===== src/ltm_frame_parser_assert.svh =====
// Assertion macros shared by the byte hunter and frame queue modules.
`ifndef LTM_FRAME_PARSER_ASSERT_SVH
`define LTM_FRAME_PARSER_ASSERT_SVH

// Flag any clock edge out of reset at which the expression is true.
`define LTM_ASSERT_NEVER(label, clk, rst_n, expr) \
    label: assert property (@(posedge clk) disable iff (!rst_n) !(expr)) \
        else $error("ltm_frame_parser: forbidden condition seen");

// Require the consequent in the cycle after the antecedent.
`define LTM_ASSERT_NEXT(label, clk, rst_n, ante, cons) \
    label: assert property (@(posedge clk) disable iff (!rst_n) (ante) |=> (cons)) \
        else $error("ltm_frame_parser: expected follow-up missing");

`endif


===== src/ltm_pkg.sv =====
// Shared types and constants of the LTM frame parser.
package ltm_pkg;

    localparam int PAYLOAD_MAX = 14;
    localparam int IDX_W       = 4;

    localparam logic [1:0] KIND_GPS    = 2'd0;
    localparam logic [1:0] KIND_ATT    = 2'd1;
    localparam logic [1:0] KIND_SENSOR = 2'd2;

    // One checked frame: its kind and the raw payload bytes.
    typedef struct packed {
        logic [1:0]                    kind;
        logic [PAYLOAD_MAX-1:0][7:0]   payload;
    } frame_t;

endpackage


===== src/ltm_front.sv =====
// Byte hunter: frame sync, payload capture and checksum check.
`include "ltm_frame_parser_assert.svh"
module ltm_front
    import ltm_pkg::*;
(
    input  logic       clk,
    input  logic       rst_n,
    input  logic       in_valid,
    output logic       in_ready,
    input  logic [7:0] rx_byte,
    input  logic       q_full,
    output logic       q_push,
    output frame_t     q_data
);

    localparam logic [2:0] ST_HUNT   = 3'd0;
    localparam logic [2:0] ST_DOLLAR = 3'd1;
    localparam logic [2:0] ST_TEE    = 3'd2;
    localparam logic [2:0] ST_BODY   = 3'd3;

    localparam logic [7:0] CH_DOLLAR = 8'h24;
    localparam logic [7:0] CH_T      = 8'h54;
    localparam logic [7:0] CH_G      = 8'h47;
    localparam logic [7:0] CH_A      = 8'h41;
    localparam logic [7:0] CH_S      = 8'h53;

    function automatic logic [IDX_W-1:0] payload_len(input logic [1:0] kind);
        logic [IDX_W-1:0] len;
        case (kind)
            KIND_GPS: len = IDX_W'(14);
            KIND_ATT: len = IDX_W'(6);
            default:  len = IDX_W'(7);
        endcase
        return len;
    endfunction

    logic [2:0]       state_reg, state_next;
    logic [1:0]       kind_reg, kind_next;
    logic [IDX_W-1:0] index_reg, index_next;
    logic [7:0]       xor_reg, xor_next;
    logic [PAYLOAD_MAX-1:0][7:0] payload_reg;

    logic accept;
    logic at_check;
    logic store_en;

    // Take a word whenever the queue has room for a finished frame
    assign in_ready = !q_full;
    assign accept   = in_valid && in_ready;

    assign at_check = (state_reg == ST_BODY) && (index_reg >= payload_len(kind_reg));
    assign store_en = accept && (state_reg == ST_BODY) && !at_check
                      && (index_reg < IDX_W'(PAYLOAD_MAX));

    // Sync state machine
    always_comb
    begin
        state_next = state_reg;
        kind_next  = kind_reg;
        index_next = index_reg;
        xor_next   = xor_reg;
        q_push     = 1'b0;
        if (accept)
        begin
            case (state_reg)
                ST_DOLLAR:
                begin
                    state_next = (rx_byte == CH_T) ? ST_TEE : ST_HUNT;
                end
                ST_TEE:
                begin
                    index_next = '0;
                    state_next = ST_BODY;
                    if (rx_byte == CH_G)
                        kind_next = KIND_GPS;
                    else if (rx_byte == CH_A)
                        kind_next = KIND_ATT;
                    else if (rx_byte == CH_S)
                        kind_next = KIND_SENSOR;
                    else
                        state_next = ST_HUNT;
                end
                ST_BODY:
                begin
                    xor_next = (index_reg == '0) ? rx_byte : (xor_reg ^ rx_byte);
                    if (at_check)
                    begin
                        q_push     = (xor_next == 8'd0);
                        state_next = ST_HUNT;
                    end
                    else
                    begin
                        index_next = index_reg + 1'b1;
                    end
                end
                default:
                begin
                    state_next = (rx_byte == CH_DOLLAR) ? ST_DOLLAR : ST_HUNT;
                end
            endcase
        end
    end

    // Hold control state
    always_ff @(posedge clk or negedge rst_n)
    begin
        if (!rst_n)
        begin
            state_reg <= ST_HUNT;
            kind_reg  <= KIND_GPS;
            index_reg <= '0;
            xor_reg   <= '0;
        end
        else
        begin
            state_reg <= state_next;
            kind_reg  <= kind_next;
            index_reg <= index_next;
            xor_reg   <= xor_next;
        end
    end

    // Capture payload bytes
    always_ff @(posedge clk)
    begin
        if (store_en)
            payload_reg[index_reg] <= rx_byte;
    end

    assign q_data.kind    = kind_reg;
    assign q_data.payload = payload_reg;

    `LTM_ASSERT_NEXT(a_push_back_to_hunt, clk, rst_n, q_push, state_reg == ST_HUNT)
    `LTM_ASSERT_NEVER(a_push_when_full, clk, rst_n, q_push && q_full)

endmodule


===== src/ltm_fifo.sv =====
// Short frame queue between the byte hunter and the decoder.
`include "ltm_frame_parser_assert.svh"
module ltm_fifo
    import ltm_pkg::*;
#(
    parameter int DEPTH = 2
)
(
    input  logic   clk,
    input  logic   rst_n,
    input  logic   push,
    input  frame_t push_data,
    output logic   full,
    input  logic   pop,
    output logic   not_empty,
    output frame_t pop_data
);

    localparam int PTR_W = (DEPTH > 1) ? $clog2(DEPTH) : 1;
    localparam int CNT_W = $clog2(DEPTH + 1);

    frame_t            mem_reg [DEPTH];
    logic [PTR_W-1:0]  wr_ptr_reg, wr_ptr_next;
    logic [PTR_W-1:0]  rd_ptr_reg, rd_ptr_next;
    logic [CNT_W-1:0]  count_reg, count_next;

    assign full      = (count_reg == CNT_W'(DEPTH));
    assign not_empty = (count_reg != '0);
    assign pop_data  = mem_reg[rd_ptr_reg];

    // Advance pointers with wrap
    always_comb
    begin
        wr_ptr_next = wr_ptr_reg;
        rd_ptr_next = rd_ptr_reg;
        count_next  = count_reg;
        if (push)
            wr_ptr_next = (wr_ptr_reg == PTR_W'(DEPTH - 1)) ? '0 : wr_ptr_reg + 1'b1;
        if (pop)
            rd_ptr_next = (rd_ptr_reg == PTR_W'(DEPTH - 1)) ? '0 : rd_ptr_reg + 1'b1;
        if (push && !pop)
            count_next = count_reg + 1'b1;
        else if (pop && !push)
            count_next = count_reg - 1'b1;
    end

    always_ff @(posedge clk or negedge rst_n)
    begin
        if (!rst_n)
        begin
            wr_ptr_reg <= '0;
            rd_ptr_reg <= '0;
            count_reg  <= '0;
        end
        else
        begin
            wr_ptr_reg <= wr_ptr_next;
            rd_ptr_reg <= rd_ptr_next;
            count_reg  <= count_next;
        end
    end

    // Write entry
    always_ff @(posedge clk)
    begin
        if (push)
            mem_reg[wr_ptr_reg] <= push_data;
    end

    `LTM_ASSERT_NEVER(a_pop_when_empty, clk, rst_n, pop && !not_empty)
    `LTM_ASSERT_NEVER(a_count_overflow, clk, rst_n, count_reg > CNT_W'(DEPTH))

endmodule


===== src/ltm_back.sv =====
// Frame decoder with registered output word.
module ltm_back
    import ltm_pkg::*;
(
    input  logic               clk,
    input  logic               rst_n,
    input  logic               q_valid,
    input  frame_t             q_data,
    output logic               q_pop,
    output logic               out_valid,
    input  logic               out_ready,
    output logic [1:0]         frame_kind,
    output logic signed [31:0] value_a,
    output logic signed [31:0] value_b,
    output logic signed [31:0] value_c,
    output logic [7:0]         small_a,
    output logic [7:0]         small_b,
    output logic [9:0]         speed_kmh,
    output logic [5:0]         count_or_mode,
    output logic [1:0]         fix_type,
    output logic               armed,
    output logic               failsafe
);

    // (36*s + 5) * 6554 / 65536 equals (36*s + 5) / 10 for every byte s
    localparam logic [17:0] KMH_MUL = 18'd235944;
    localparam logic [25:0] KMH_ADD = 26'd32770;
    localparam logic [31:0] DEG_360 = 32'd360;

    logic out_valid_reg;
    logic load;

    logic [1:0]  kind_next;
    logic [31:0] a_next, b_next, c_next;
    logic [7:0]  sa_next, sb_next;
    logic [9:0]  kmh_next;
    logic [5:0]  cm_next;
    logic [1:0]  fx_next;
    logic        arm_next, fs_next;

    logic [1:0]  kind_reg;
    logic [31:0] a_reg, b_reg, c_reg;
    logic [7:0]  sa_reg, sb_reg;
    logic [9:0]  kmh_reg;
    logic [5:0]  cm_reg;
    logic [1:0]  fx_reg;
    logic        arm_reg, fs_reg;

    logic [PAYLOAD_MAX-1:0][7:0] p;
    logic [25:0] kmh_prod;
    logic [15:0] head16;
    logic [31:0] head_ext;

    assign p = q_data.payload;

    // Fill the output word when empty or being taken
    assign load  = q_valid && (!out_valid_reg || out_ready);
    assign q_pop = load;

    assign kmh_prod = ({18'd0, p[8]} * {8'd0, KMH_MUL}) + KMH_ADD;
    assign head16   = {p[5], p[4]};
    assign head_ext = {{16{head16[15]}}, head16};

    // Decode fields by kind
    always_comb
    begin
        kind_next = q_data.kind;
        a_next    = '0;
        b_next    = '0;
        c_next    = '0;
        sa_next   = '0;
        sb_next   = '0;
        kmh_next  = '0;
        cm_next   = '0;
        fx_next   = '0;
        arm_next  = 1'b0;
        fs_next   = 1'b0;
        case (q_data.kind)
            KIND_GPS:
            begin
                a_next   = {p[3], p[2], p[1], p[0]};
                b_next   = {p[7], p[6], p[5], p[4]};
                c_next   = {p[12], p[11], p[10], p[9]};
                sa_next  = p[8];
                kmh_next = kmh_prod[25:16];
                cm_next  = p[13][7:2];
                fx_next  = p[13][1:0];
            end
            KIND_ATT:
            begin
                a_next = {{16{p[1][7]}}, p[1], p[0]};
                b_next = {{16{p[3][7]}}, p[3], p[2]};
                c_next = head16[15] ? (head_ext + DEG_360) : head_ext;
            end
            default:
            begin
                a_next   = {16'd0, p[1], p[0]};
                b_next   = {16'd0, p[3], p[2]};
                sa_next  = p[4];
                sb_next  = p[5];
                arm_next = p[6][0];
                fs_next  = p[6][1];
                cm_next  = p[6][7:2];
            end
        endcase
    end

    always_ff @(posedge clk or negedge rst_n)
    begin
        if (!rst_n)
            out_valid_reg <= 1'b0;
        else if (load)
            out_valid_reg <= 1'b1;
        else if (out_ready)
            out_valid_reg <= 1'b0;
    end

    // Hold the result word until taken
    always_ff @(posedge clk)
    begin
        if (load)
        begin
            kind_reg <= kind_next;
            a_reg    <= a_next;
            b_reg    <= b_next;
            c_reg    <= c_next;
            sa_reg   <= sa_next;
            sb_reg   <= sb_next;
            kmh_reg  <= kmh_next;
            cm_reg   <= cm_next;
            fx_reg   <= fx_next;
            arm_reg  <= arm_next;
            fs_reg   <= fs_next;
        end
    end

    assign out_valid     = out_valid_reg;
    assign frame_kind    = kind_reg;
    assign value_a       = a_reg;
    assign value_b       = b_reg;
    assign value_c       = c_reg;
    assign small_a       = sa_reg;
    assign small_b       = sb_reg;
    assign speed_kmh     = kmh_reg;
    assign count_or_mode = cm_reg;
    assign fix_type      = fx_reg;
    assign armed         = arm_reg;
    assign failsafe      = fs_reg;

endmodule


===== src/ltm_frame_parser.sv =====
// Top level of the LTM telemetry frame parser.
// Input channel: one received serial word (rx_byte) per in_valid/in_ready
// handshake. The parser syncs on '$' 'T', reads a kind word (G, A or S),
// collects 14, 6 or 7 payload words and a checksum word.
// Output channel: one decoded word per good frame on out_valid/out_ready;
// frames with a bad checksum or unknown kind are dropped with no output.
// Throughput: one input word per cycle while the frame queue has room.
// Path: the frame enters the queue at the edge that accepts its checksum
// word and moves into the output register once it is at the head of the
// queue and the register is free; the decoded word is held there.
// The frame queue holds QUEUE_DEPTH finished frames; in_ready drops only
// when it is full, which needs the receiver to stall across whole frames.
// Reset: asynchronous, active low; the parser returns to hunting for '$',
// the queue empties and out_valid clears. Payload storage is not cleared.
// A stalled receiver holds the output word steady until out_ready.
module ltm_frame_parser
    import ltm_pkg::*;
#(
    parameter int QUEUE_DEPTH = 2
)
(
    input  logic               clk,
    input  logic               rst_n,
    input  logic               in_valid,
    output logic               in_ready,
    input  logic [7:0]         rx_byte,
    output logic               out_valid,
    input  logic               out_ready,
    output logic [1:0]         frame_kind,
    output logic signed [31:0] value_a,
    output logic signed [31:0] value_b,
    output logic signed [31:0] value_c,
    output logic [7:0]         small_a,
    output logic [7:0]         small_b,
    output logic [9:0]         speed_kmh,
    output logic [5:0]         count_or_mode,
    output logic [1:0]         fix_type,
    output logic               armed,
    output logic               failsafe
);

    logic   q_full, q_push, q_pop, q_valid;
    frame_t q_in, q_out;

    ltm_front u_front (
        .clk      (clk),
        .rst_n    (rst_n),
        .in_valid (in_valid),
        .in_ready (in_ready),
        .rx_byte  (rx_byte),
        .q_full   (q_full),
        .q_push   (q_push),
        .q_data   (q_in)
    );

    ltm_fifo #(
        .DEPTH (QUEUE_DEPTH)
    ) u_fifo (
        .clk       (clk),
        .rst_n     (rst_n),
        .push      (q_push),
        .push_data (q_in),
        .full      (q_full),
        .pop       (q_pop),
        .not_empty (q_valid),
        .pop_data  (q_out)
    );

    ltm_back u_back (
        .clk           (clk),
        .rst_n         (rst_n),
        .q_valid       (q_valid),
        .q_data        (q_out),
        .q_pop         (q_pop),
        .out_valid     (out_valid),
        .out_ready     (out_ready),
        .frame_kind    (frame_kind),
        .value_a       (value_a),
        .value_b       (value_b),
        .value_c       (value_c),
        .small_a       (small_a),
        .small_b       (small_b),
        .speed_kmh     (speed_kmh),
        .count_or_mode (count_or_mode),
        .fix_type      (fix_type),
        .armed         (armed),
        .failsafe      (failsafe)
    );

endmodule

===== config.mk =====
export PLATFORM = sky130hd
export DESIGN_NAME = ltm_frame_parser
export DESIGN_NICKNAME = d
export VERILOG_FILES = /design/src/ltm_pkg.sv /design/src/ltm_front.sv /design/src/ltm_fifo.sv /design/src/ltm_back.sv /design/src/ltm_frame_parser.sv
export VERILOG_INCLUDE_DIRS = /design/src /design/src/src
export SDC_FILE = /design/constraint.sdc
export NUM_CORES = 1
export LEC_CHECK = 0
export BUFFER_PORTS_ARGS = -buffer_cell sky130_fd_sc_hd__clkbuf_2
export CAP_MARGIN = 10
export CORE_MARGIN = 3
export CORE_UTILIZATION = 49
export DETAILED_ROUTE_END_ITERATION = 7
export GPL_TIMING_DRIVEN = 1
export PLACE_DENSITY = 0.67
export SYNTH_ARGS = -nofsm -noshare
export SYNTH_HDL_FRONTEND = slang
export SYNTH_SLANG_ARGS = --single-unit

===== constraint.sdc =====
create_clock -name clk -period 10.83 [get_ports clk]
set_input_delay 1.083 -clock clk [delete_from_list [all_inputs] [get_ports clk]]
set_output_delay 1.083 -clock clk [all_outputs]
set_load 0.05 [all_outputs]

# After elaboration in Yosys (flattened, before gate mapping)
# Memories as Yosys holds them, arrays and structs flattened.
# Index checks and enable logic that the tools add are counted.
# totals
inputBits	12
output_inout_bits	136
memories	1
elab_cells	123
register_bits	268
mem_bits_rw	228
# op_classes
reduce_logical	29
n_lt_le_gt_ge	4
eq_ne	13
multipliers	1
bitwise_logic	1
muxes	34
add_sub_neg	7
# memory_table
memory	depth	word_bits	read_ports	rd_ports_with_merged_regs	wr	line_no	text
u_fifo.mem_reg	2	114	1	0	1	ltm_fifo.sv:22	frame_t mem_reg [DEPTH];
# ops
cell	count
32-bit case mux with 2 select lines	3
112-bit bitwise mux	1
8-bit demux with 4-bit select	1
8-bit by 7-bit == test with 1-bit output (second input constant)	4
32-bit 2-to-1 mux	1
26-bit by 16-bit adder with 26-bit output (second input constant)	1
8-bit by 15-bit multiplier with 23-bit output (second input constant)	1
16-bit by 10-bit adder with 17-bit output (second input constant)	1
8-bit 2-to-1 mux	2
4-bit case mux with 2 select lines	2
8-bit case mux with 2 select lines	1
2-bit 2-to-1 mux	7
6-bit case mux with 2 select lines	1
1-bit 2-to-1 mux	10
1-bit logical AND	9
3-bit 2-to-1 mux	3
3-bit case mux with 3 select lines	1
8-bit by 6-bit == test with 1-bit output (second input constant)	1
8-bit logical NOT	1
2-bit nonzero test	4
8-bit bitwise XOR	1
3-bit by 2-bit == test with 1-bit output (second input constant)	2
3-bit AND reduction	2
1-bit logical NOT	5
20 further kinds	24

# Logic depth before layout (Yosys ltp)
# depth
word_depth	11
ltp_mapped	23

# Modules after synthesis
# A second synthesis with hierarchy kept.
# hier_totals
cells_unflattened	1293
area_unflattened_um2	21031.4
# by_module_without_submodules
mod	instances	area_each_um2	cells_per_inst
ltm_fifo	1	8615.8	371
ltm_back	1	7686.1	644
ltm_front	1	4729.5	278

# Least setup slack after synthesis
# No wires, ideal clock.
# synth_path
kind	input to register
from	in rx_byte[1]
to	mem u_fifo.mem_reg[0][0] in the netlist's numbering, enable pin
setup_time_ns	0.602
cell_stages	7
slack_ns	3.062
n_path_buf	1
arrival_ns	7.166
required_ns	10.228
path_cell_list	clkbuf_1 > nor3_1 > a31oi_1 > o32ai_1 > nand3_1 > nor3_1 > nor2b_1
# synth_via
elab_chain_len	8
# synth_rtl
item	line_no	text
from (decl)	ltm_frame_parser.sv:26	input logic [7:0] rx_byte,
8-bit bitwise XOR	ltm_front.sv:85	xor_next = (index_reg == '0) ? rx_byte : (xor_reg ^ rx_byte);
8-bit 2-to-1 mux *	ltm_front.sv:85	
8-bit logical NOT *	ltm_front.sv:88	q_push = (xor_next == 8'd0);
1-bit 2-to-1 mux *	ltm_front.sv:86	if (at_check)
1-bit 2-to-1 mux *	ltm_front.sv:65	case (state_reg)
1-bit 2-to-1 mux *	ltm_front.sv:63	if (accept)
via q_push	ltm_frame_parser.sv:42	logic q_full, q_push, q_pop, q_valid;
1-bit 2-to-1 mux *	ltm_fifo.sv:66	if (push)
1-bit 2-to-1 mux (implied by the code) *	ltm_fifo.sv:67	mem_reg[wr_ptr_reg] <= push_data;
to (decl)	ltm_fifo.sv:22	
# Mark *: on every way through the listed nets, which the timed path passes. The rest lies on a longest branch.

# Final worst setup path
# layout_path
from	reg u_fifo.rd_ptr_reg
to	reg u_back.kmh_reg[9], in the netlist u_back.speed_kmh[9], data pin
# layout_via
elab_chain_len	3
word_cells_on_any_way	4
cone_classes	add/sub (1); mul (1); reduce/logical (1); memory (1)
# layout_rtl
item	line_no	text
from (decl)	ltm_fifo.sv:24	logic [PTR_W-1:0] rd_ptr_reg, rd_ptr_next;
from (signal assigned)	ltm_fifo.sv:58	rd_ptr_reg <= rd_ptr_next;
memory 2 x 114 bit *	--	
8-bit by 15-bit multiplier with 23-bit output	ltm_back.sv:60	assign kmh_prod = ({18'd0, p[8]} * {8'd0, KMH_MUL}) + KMH_ADD;
26-bit by 16-bit adder with 26-bit output	ltm_back.sv:60	
to (signal assigned)	ltm_back.sv:129	kmh_reg <= kmh_next;
to (decl)	ltm_back.sv:44	logic [9:0] kmh_reg;
# Every way passes the cells marked *; elsewhere a longest branch is shown, timed or not.
# A chain may end at the register's enable or synchronous reset.

==> out/metrics.yaml <==
cts_tree: "built"
slew_violations: 0
place.gp.congestion: 0.8185
fin_setup_tns_ns: 0
antenna_found_initial: 2
synthTopCellsByArea: "edfxtp_1, ha_1, mux2i_1"
numCtsBuffers: 49
clk_pin_slew_ns: 0.06
grt_use_total_pct: 19.04
io_buffer_count: 147
clockBufferDepth: 3
yosys-mux-area-fraction_pct: 7.059
max_cap_viol_count: 0
period_share_pct: 59.27
core_area_um2: 41110
n_antenna_cell: 0
grt-ovfl-total: 0
final.setup_skew_ns: 0.01998
status: "finished clean"
synth_edf_count: 474
drt_iter0_drc: 879
synthSimpleGateAreaFrac_pct: 4.990
netlist.area_leader.share_pct: 69.23
synth_cells: 1275
largest_reg_flops: 228
synth_compound_area_share_pct: 6.074
grt_pass1_wl_um: 64760
cts_hold_buf: 0
cp.required_ns: 11.15
post_cts_resized: 0
drive_gt1_share_pct: 19.55
ys.flop_type: "edfxtp_1"
drt-pass1-iter-count: 5
nets: 1549
rsz0062_at_grt: "false"
syn-num-nets: 1379
end_kind: "register"
worstMarginPinSlew_ns: 1.013
criticalPathCategory: "register to register"
viasPerCell: 5.590
max_slew_margin_pct: 32.19
die_w_um: 210.8
cts_max_level: 2
cp-start-kind: "register"
drc_errors: 0
period_needed_ns: 6.419
area_delta_synth_final_pct: 14.51
min_path_type: "register to register"
ys.warnings.count: 0
start_util_pct: 50.01
drt_wl_total_um: 42280
postRouteAntennaNets: 0
insertion_delay_ns: 0.58
wire_per_inst_um: 20.98
netlist_area_um2: 20560
synth_top_cell_by_area: "edfxtp_1"
timing.fmax_mhz: 155.8
synth_xor_area_share_pct: 1.491
async_reset_ff_share_pct: 4.242
num_io_pins: 148
ys_seq_area_share_pct: 71.79
die-area_um2: 44450
setup_viol: 0
synth_top_family_by_area: "multiplexers"
post-cts-setup-buffers: 0
worstPathArrival_ns: 6.74
routed-via-count: 11263
rows: 74
grt_pass1_vias: 11323
syn-mean-instance-area_um2: 16.13
cts-root-buf: "clkbuf_16"
yosys_register_bits: 495
yosys.area_share.adder_pct: 6.475
grt_max_degree: 76
yosysMostFrequentCell: "edfxtp_1"
die_h_um: 210.8
post-dp-hpwl_um: 26680
worst-path-max-fanout: 44
numClockSinks: 495
ys_types: 69
hold_viol_final: 0
synthTopCellsByCount: "edfxtp_1, mux2i_1, nor2_1"
==> worst max-delay path, cell delays in order, from the launching register on <==
cell and delay, ns:
dfrtp_4 0.78, buf_4 0.69, mux2_4 0.43, fa_1 0.49
inv_1 0.08, fa_1 0.51, fa_1 0.52, inv_1 0.04
ha_1 0.32, a21oi_1 0.11, o21ai_0 0.37, mux2i_1 0.24
o211a_1 0.19, ha_1 0.20, o2111ai_2 0.20, a2111o_1 0.43
nor3b_2 0.21, mux2_1 0.33
==> logic make-up (layout without fill, tap and decap cells) <==
family	Yosys count	after routing
fa+ha+maj	92	92
simple gates	216	216
flops	495	495
buf+inv	113	321
compound gates	197	197
xor+xnor	35	35
mux	127	127
==> per-stage QoR <==
step	instance area [um2]	hold slack [ns]	worst slack, ns	util, %	std cells
2_1_floorplan	20560	0.4215	3.062	-	1275
3_3_place_gp	21940	0.4216	4.588	53.37	1925
3_5_place_dp	21940	0.4298	4.392	53.37	1925
4_1_cts	23540	0.4399	4.375	57.25	2014
5_1_grt	23540	0.4428	4.038	57.27	2015
6_report	23540	0.4434	4.411	57.27	2015
==> placed cells by master, fill, tap and decap left out, types with 8 or more instances in the layout <==
master,instances
xor2_1,14
clkbuf_2,147
nor3_1,17
a31oi_1,9
a21oi_1,33
a211oi_1,17
clkbuf_16,49
o21ai_0,71
mux2_2,29
nand3_1,12
xnor2_1,21
buf_4,15
mux4_2,10
nand2_1,49
o22ai_1,14
nor2_1,78
mux2i_1,83
a21o_1,8
dfrtp_1,20
and2_1,16
edfxtp_1,474
ha_1,68
inv_1,66
fa_1,24
clkbuf_1,11
clkinv_1,12
==> final timing paths <==
path	startpoint	end	slack, ns	cells past startpoint
max reg2reg	u_fifo.rd_ptr_reg	u_back.speed_kmh[9]	4.41	17
min in group asynchronous	rst_n	u_front.state_reg[1]	0.50	1
max in group asynchronous	rst_n	u_fifo.rd_ptr_reg	9.88	1
min	u_front.q_data[0]	u_fifo.mem_reg[0][0]	0.44	0
min reg2reg	u_front.q_data[0]	u_fifo.mem_reg[0][0]	0.44	0
max	u_fifo.rd_ptr_reg	u_back.speed_kmh[9]	4.41	17
==> area by class of cell <==
class | instances | area (um2)
fillers | 3164 | 17570
flip-flops and latches | 495 | 14760
multi-input cells | 667 | 5399
clock buffers | 60 | 1267
repair buffers | 163 | 855.8
well taps | 532 | 665.6
clock inverters | 29 | 327.8
inverters | 69 | 264.0
==> per-layer routing <==
metal	up-vias	share of wire, %	global-route usage [%]
li1	5203	-	-
met1	5705	43	26.03
met2	290	50	31.82
met3	63	5.1	3.683
met4	2	2.0	4.919
met5	-	0.031	0
Power is not shown: default switching activity piles up to over one toggle a cycle in this logic, so the estimate is an artifact.
